$ cat config.mk
export PLATFORM = sky130hd
export DESIGN_NAME = c8ie_ram
export DESIGN_NICKNAME = d
export VERILOG_FILES = /design/src/hw/rtl/c8ie_ram.sv
export SDC_FILE = /design/constraint.sdc
export NUM_CORES = 1
export LEC_CHECK = 0
export ABC_CLOCK_PERIOD_IN_PS = 2300
export BUFFER_PORTS_ARGS = -buffer_cell sky130_fd_sc_hd__buf_4
export CAP_MARGIN = 20
export CELL_PAD_IN_SITES_DETAIL_PLACEMENT = 0
export CELL_PAD_IN_SITES_GLOBAL_PLACEMENT = 2
export CORE_AREA = 2 2 147 149
export DETAILED_ROUTE_END_ITERATION = 6
export DIE_AREA = 0 0 149 151
export MAX_ROUTING_LAYER = met4
export PLACE_DENSITY_LB_ADDON = 0.08
export SYNTH_ARGS = -nofsm -noshare
export SYNTH_HDL_FRONTEND = slang
export SYNTH_SLANG_ARGS = --single-unit
$ cat constraint.sdc
create_clock -name clk_i -period 2.3 [get_ports clk_i]
set_input_delay 0.115 -clock clk_i [delete_from_list [all_inputs] [get_ports clk_i]]
set_output_delay 0.115 -clock clk_i [all_outputs]
set_load 0.01 [all_outputs]
$ cat src/hw/rtl/c8ie_ram.sv
// Generic simple dual-port RAM with one write port and a registered read port.
module c8ie_ram #(
  parameter int unsigned Width = 8,
  parameter int unsigned Depth = 16
) (
  input  logic                     clk_i,
  input  logic                     we_i,
  input  logic [$clog2(Depth)-1:0] waddr_i,
  input  logic [Width-1:0]         wdata_i,
  input  logic [$clog2(Depth)-1:0] raddr_i,
  output logic [Width-1:0]         rdata_o
);

  logic [Width-1:0] mem [Depth];

  always_ff @(posedge clk_i) begin
    if (we_i) begin
      mem[waddr_i] <= wdata_i;
    end
    rdata_o <= mem[raddr_i];
  end

endmodule

== Word-level counts from Yosys, hierarchy flattened ==
Memory sizes are Yosys's and may differ from the RTL's. A register that Yosys moved wholly into a read port is not among the register bits.
Cells that the tools add are included.

* Memory bits (writable): 128
* ROM bits: 0
* Output and inout bits: 8
* Input bits: 18
* Memories: 1
* Register bits after elaboration: 0
* Bits in latches: 0
* Word-level logic and storage cells: 3

* Div/mod/pow operators: 0
* Mux-type cells: 2
* Add/sub/neg operators: 0
* Magnitude comparators: 0
* Shift-type cells: 0
* Equality and inequality tests: 0
* Reductions and logical operators: 0
* Bitwise gates (word level): 0
* Multipliers: 0

{| class="wikitable"
|+ Memory list
! memory !! words !! width !! read ports !! clocked after Yosys merged registers in !! wr ports !! line !! source
|-
| mem || 16 || 8 || 1 || 1 || 1 || 14 || <nowiki>logic [Width-1:0] mem [Depth];</nowiki>
|}

{| class="wikitable"
|+ Operators with widths
! cell !! count
|-
| 1-bit two-way mux || 2
|}

== Depth between registers and ports, before layout ==
Gate-level depths: netlist of the first run.

* Word-level depth: 2
* Gate-level depth with buffers: 5
* Mapped depth without buffers: 3

== Least setup slack after synthesis of the first run ==
No wires, ideal clock.

* Kind: input -> register
* Start: in waddr_i[2]
* End: mem mem[0][0], enable pin
* Data arrival time: 1.225 ns
* Required time: 1.917 ns
* Buffers on the path: 0
* Library setup time: 0.383 ns
* Cell stages on the path: 2
* Path slack: 0.692 ns
* Cells stage by stage: or3b_2 > nor3_1

{| class="wikitable"
|+ RTL lines
! item !! line !! source
|-
| from (decl) || 8 || <nowiki>input logic [$clog2(Depth)-1:0] waddr_i,</nowiki>
|-
| to (decl) || 14 ||
|}

No word-level cell before the write port.

==> results of run 1 <==
final timing paths:
check	from	endpoint	slack [ps]	cells past startpoint
worst min-delay path	wdata_i[2]	mem[12][2]	30	1
worst min register to register	mem[0][1]	rdata_o[1]	690	3
worst max-delay path	mem[11][7]	rdata_o[7]	900	3
worst max register to register	mem[11][7]	rdata_o[7]	900	3
metal layers:
| layer | GRT usage, % | up-vias | routed length, µm |
|---|---|---|---|
| li1 | - | 1082 | - |
| met1 | 16.4 | 1284 | 5870 |
| met2 | 17.7 | 54 | 5700 |
| met3 | 2.95 | 14 | 522 |
| met4 | 5.43 | 0 | 170 |
| met5 | - | - | 0 |
area by class of cell:
type                    count  area (µm²)
fillers                  2023       14400
clock inverters            12         199
well taps                 275         344
repair buffers             44         343
flip-flops and latches    136        4000
multi-input cells          83        1060
clock buffers              20         447
cells by family (layout without fill, tap and decap cells):
| family | count (synthesis) | after routing | share of synthesized area [%] |
|---|---|---|---|
| AND/OR/NAND/NOR | 35 | 35 | 3.18 |
| buffers and inverters | 10 | 76 | 1.68 |
| multiplexers | 32 | 32 | 15.0 |
| flip-flops | 136 | 136 | 77.8 |
| AO/OA/AOI/OAI | 16 | 16 | 2.33 |
power groups by stage:
stage               Clock (W)  Sequential (W)  Combinational [W]
global placement            0         0.00284           0.000313
finish                0.00292         0.00279           0.000301
global route          0.00311         0.00279           0.000330
CTS                   0.00301         0.00279           0.000314
floorplan                   0         0.00284           0.000141
detailed placement          0         0.00284           0.000314
flip-flops by register name, summed over array words and instances, names as in the netlist:
signal,cells
mem,128
rdata_o,8
through the flow:
stage          power, W  std cells  setup WS (ps)
2_1_floorplan   0.00298        229            692
3_3_place_gp    0.00316        538            519
3_5_place_dp    0.00316        538            519
4_1_cts         0.00611        570            843
5_1_grt         0.00623        570            796
6_report        0.00601        570            901
worst reg2reg max path, stage by stage, from the launching register on:
cell      delay, ps
edfxtp_1        350
mux4_2          470
a22oi_1         350
nand2_1         110
layout by cell type (no fill, tap or decap):
| cell | n |
|---|---|
| clkinv_2 | 3 |
| nand3b_1 | 2 |
| nor2b_1 | 1 |
| nor2_1 | 13 |
| and2b_1 | 1 |
| bufinv_16 | 5 |
| a22oi_1 | 16 |
| dfxtp_1 | 8 |
| clkbuf_8 | 1 |
| or3b_2 | 1 |
| nand2_1 | 9 |
| buf_4 | 43 |
| clkbuf_1 | 2 |
| mux4_2 | 18 |
| clkinv_4 | 3 |
| edfxtp_1 | 128 |
| clkbuf_16 | 17 |
| nand2b_1 | 2 |
| nand3_1 | 1 |
| mux4_1 | 14 |
| nor3_1 | 4 |
| buf_12 | 1 |
| clkinvlp_4 | 1 |
| and2_1 | 1 |
==> summary.md, run 1 <==
| Metric | Value |
|---|---|
| RSZ-0062 raised after global routing | false |
| Power per cell area | about 940 nW/µm² |
| Synth top area share | about 75% |
| Ant diodes | 0 |
| Routed Wire Length | roughly 12 mm |
| CTS Buf Count | 17 |
| Seq pwr share | 46.4% |
| Area grow syn2layout | 24.2% |
| Critical path required time | 2590 ps |
| Post-Route Setup TNS | 0 ps |
| # DRC | 0 |
| Rel. slew slack | between 40% and 50% |
| Share of cells above drive strength 1 | a little under a third |
| Placer Congestion | 0.642 |
| Crit path cell chain | mux4_2 > a22oi_1 > nand2_1 |
| DR vias | between 2000 and 2500 |
| First-pass iteration count of the detailed router | 4 |
| Design area | 6390 µm² |
| Slowest-stage cell, CP | mux4_2 |
| Root Buffer | clkbuf_16 |
| Sum of buffers and inverters on the critical path | 0 |
| Fin. max-slew vios | 0 |
| Final period util | 60.8% |
| Row count | 53 |
| First-pass GRT wire length | approximately 18 mm |
| Synth cell count leaders | edfxtp_1, mux4_2, a22oi_1 |
| Outcome | finished clean |
| Mapped Area | around 5100 µm² |
| Cell taking the most area after synthesis | edfxtp_1 |
| Clock Sinks | 136 |
| Number of global-route vias before repair | between 2000 and 3000 |
| Synth unique cells | 19 |
| Post-synth net total | around 250 |
| Final setup viols | 0 |
| 1st-iter DRT viols | around 170 |
| Clock Latency Late Sink | 410 ps |
| Pint | a little under 0.005 W |
| Worst setup SP type | register |
| Largest net degree at the start of global routing | 33 |
| WHS | around 25 ps |
| Final HPWL DP | slightly below 8 mm |
| Max Fclk | 715 MHz |
| Leakage power | 2.13 nW |
| Starting Density | around a quarter |
| Hold Crit Class | input pin to register |
| GRT Util Overall | 12.2% |
| Hold Vio Cnt, Final | 0 |
| Largest cells by area after synthesis | edfxtp_1, mux4_2, mux4_1 |
| Ys async rst share | 0% |
| Nets | 300 |
| P_sw | about 0.0012 W |
| Die X | 149 µm |
| Routed Antenna Nets | 0 |
| CTS tree | done |
| Arrival @ worst endpoint | around 1700 ps |
| Synth Instances | ~230 |
| Syn avg cell area | 22.5 µm² |
| Setup crit end kind | register |
| Die ar. | about 22000 µm² |
| Sequential share of the synthesized area | between 70 and 80% |
| Peak VDD IR | ~0.00037 V |
| Logic pwr share | 5.0% |
| Clock Skews | between 9 and 10 ps |
| Per-cell routed wire length | between 20 and 25 µm |
| Max_cap viols | 0 |
| H-tree depth | 4 |
| PortBufs | 25 |
| CORE AREA | ~21000 µm² |
| Sw Share | 19.3% |
| Vias per inst | 4.27 |
| Cts hold-fix bufs | 0 |
| Layout Utilization | 30.7% |
| Worst Path Max Fanout | 1 |
| Antenna violations before repair | 0 |
| Die H | about 150 µm |
| Ys flop type | edfxtp_1 |
| Clk slew on worst S/H paths | around 60 ps |
| CP delay by family, top | multiplexers |
| PostCTS Resize Cnt | 0 |
| Yosys reg bits | about 140 |
| Largest stage delay, worst path | between 400 and 500 ps |
| Maximum root-to-sink buffer count | 2 |
| Yosys warning count | 0 |
| Placed Area | roughly 5700 µm² |
| Clock power share | about half |
| Postcts setup bufs | 0 |
| Minimum clock period | ~1400 ps |
| Count leader, synth | edfxtp_1 |
| Io pins | 26 |
| EDFF count, synth | between 100 and 150 |
| Worst slew pin tran | between 700 and 800 ps |
| GR Overflow Total | 0 |
| CP Class | register to register |
Note: power is estimated with default switching activity, not from simulation.
==> run 2, diff against run 1 <==
Settings changed: ABC_CLOCK_PERIOD_IN_PS 2300 to 1300.
Clock period 2.3 ns to 1.3 ns, I/O delays scaled along.
==> summary.md, run 2 (synthesis results as in run 1) <==
| Metric | Value |
|---|---|
| Final HPWL DP | about 8 mm |
| Biggest regs | mem x128, rdata_o x8 |
| Minimum clock period | about 1300 ps |
| Logic pwr share | 5.5% |
| Root Buffer | clkbuf_16 |
| CTS tree | done |
| Starting Density | approximately a quarter |
| Max_cap viols | 0 |
| Commonest non-fill, non-tap cell in the layout | edfxtp_1 |
| Worst Path Max Fanout | 1 |
| P_sw | 0.00207 W |
| Placed insts | about 560 |
| Max Fclk | 742 MHz |
| 1st-iter DRT viols | about 190 |
| Power per cell area | between 1500 and 2000 nW/µm² |
| Share of cells above drive strength 1 | around two fifths |
| Maximum root-to-sink buffer count | 2 |
| Fin. max-slew vios | 0 |
| Number of global-route vias before repair | between 2000 and 3000 |
| First-pass iteration count of the detailed router | 5 |
| Seq pwr share | roughly 45% |
| Row count | between 50 and 60 |
| RR Startpoint | mem[2][0] |
| Ant diodes | 0 |
| FF/Latch Area | about 4000 µm² |
| Outcome | finished with violations |
| Final period util | 104% |
| Worst setup SP type | register |
| Largest net degree at the start of global routing | 17 |
| Pint | roughly 0.0089 W |
| PortBufs | 25 |
| Clock Skews | 8.76 ps |
| Clock Sinks | 136 |
| Largest register by flop count | mem |
| Die ar. | between 20000 and 25000 µm² |
| Io pins | 26 |
| Max FFs per register | 128 |
| Reg-to-Reg End | rdata_o[0] |
| GRT Util Overall | 12.0% |
| H-tree depth | 4 |
| Placed Area | slightly below 6000 µm² |
| Worst slew pin tran | 850 ps |
| Leakage power | ~2.3 nW |
| Antenna violations before repair | 0 |
| RSZ-0062 raised after global routing | true |
| Design area | 6710 µm² |
| Hold Crit Class | input pin to register |
| CTS Buf Count | 17 |
| DR vias | approximately 2500 |
| Die H | ~150 µm |
| Reg2Reg Depth | 4 |
| Placer Congestion | slightly below 0.7 |
| Most frequent cells in the layout | edfxtp_1, buf_4, mux4_2, clkbuf_16, nor2_1 |
| Critical path required time | roughly 1600 ps |
| Area grow syn2layout | 30.3% |
| GR Overflow Total | 0 |
| Final setup margin | -48.5 ps |
| Final setup viols | 5 |
| Nets | between 300 and 400 |
| Setup crit end | rdata_o[0] |
| Crit path launch | mem[2][0] |
| Peak VDD IR | between 0.0007 and 0.0008 V |
| Hold Vio Cnt, Final | 0 |
| Fillers | slightly above 2000 |
| Arrival @ worst endpoint | approximately 1700 ps |
| # DRC | 0 |
| Setup crit end kind | register |
| Post-place setup slack | -316 ps |
| Multi-input gate area | roughly 1100 µm² |
| Routed Wire Length | between 10 and 15 mm |
| Sw Share | 18.9% |
| Flop-to-flop setup slack | -50 ps |
| Clock power share | between 40% and 50% |
| Clk slew on worst S/H paths | 60 ps |
| Vias per inst | between 4 and 5 |
| Routed Antenna Nets | 0 |
| Per-cell routed wire length | approximately 20 µm |
| Rel. slew slack | between 40% and 50% |
| Clock Latency Late Sink | around 420 ps |
| Post-Route Setup TNS | -142 ps |
| CP Class | register to register |
| Die X | about 150 µm |
| First-pass GRT wire length | 17.9 mm |
| WHS | between 150 and 200 ps |
| Failing checks | setup timing |
| Final non-filler cell total | roughly 600 |
| CORE AREA | around 21000 µm² |
run 2: cell types whose count changed in the layout (fill, tap and decap cells not counted), sizes merged:
cell / previous run / this run
buf: 44 / 67
dlygate4sd3: 0 / 8
bufinv: 5 / 6
clkinv: 6 / 4
inv: 0 / 1
run 2: worst min-delay path by stage:
stage          depth (start not counted)        from         to  slack [ps]
2_1_floorplan                          0  wdata_i[0]  mem[0][0]         160
3_5_place_dp                           1  wdata_i[7]  mem[9][7]         400
5_1_grt                                3  waddr_i[0]  mem[0][3]         160
6_report                               3  waddr_i[0]  mem[0][3]         160
3_3_place_gp                           1  wdata_i[1]  mem[7][1]         400
4_1_cts                                3  waddr_i[0]  mem[0][3]         150
run 2: power groups by stage:
stage          registers [W]  clock network (W)  logic, W
2_1_floorplan        0.00503                  0  0.000249
3_3_place_gp         0.00502                  0  0.000580
3_5_place_dp         0.00503                  0  0.000582
4_1_cts              0.00494            0.00557  0.000615
5_1_grt              0.00494            0.00576  0.000657
6_report             0.00493            0.00543  0.000598
run 2: area by class of cell:
cell class / count / area share, %
Sequential cell: 136 / 59.7
Multi-Input combinational cell: 83 / 15.8
Timing Repair Buffer: 75 / 9.25
Clock buffer: 20 / 6.81
Tap cell: 275 / 5.13
Clock inverter: 12 / 3.28
run 2: routing by layer:
metal	up-vias	GRT usage (%)	part of all wire (%)
met5	-	-	0
met4	0	4.29	1.1
met3	13	3.64	4.4
met2	46	18.8	49
met1	1319	14.9	46
li1	1134	-	-
run 2: stage by stage:
| step | power (W) | utilization, % |
|---|---|---|
| final | 0.0110 | 32.2 |
| after global routing | 0.0114 | 32.2 |
| after CTS | 0.0111 | 32.2 |
| after detailed placement | 0.00561 | 28.6 |
| after global placement | 0.00560 | 28.6 |
| after floorplan | 0.00528 | - |
run 2: timing repair:
action | CTS | global route
buffers inserted | 0 | 0
endpoints found under the hold margin | 128 | 0
resized for setup | 10 | 3
pin swaps | 5 | 1
setup endpoints to repair | 7 | 8
cloned | 0 | 0
hold buffers | 8 | 0
run 2: worst max-delay path, cell delays in order, from the launching register on:
cell and delay (ps):
edfxtp_1 370, mux4_2 500, a22oi_2 170, buf_4 150
nand2_2 50
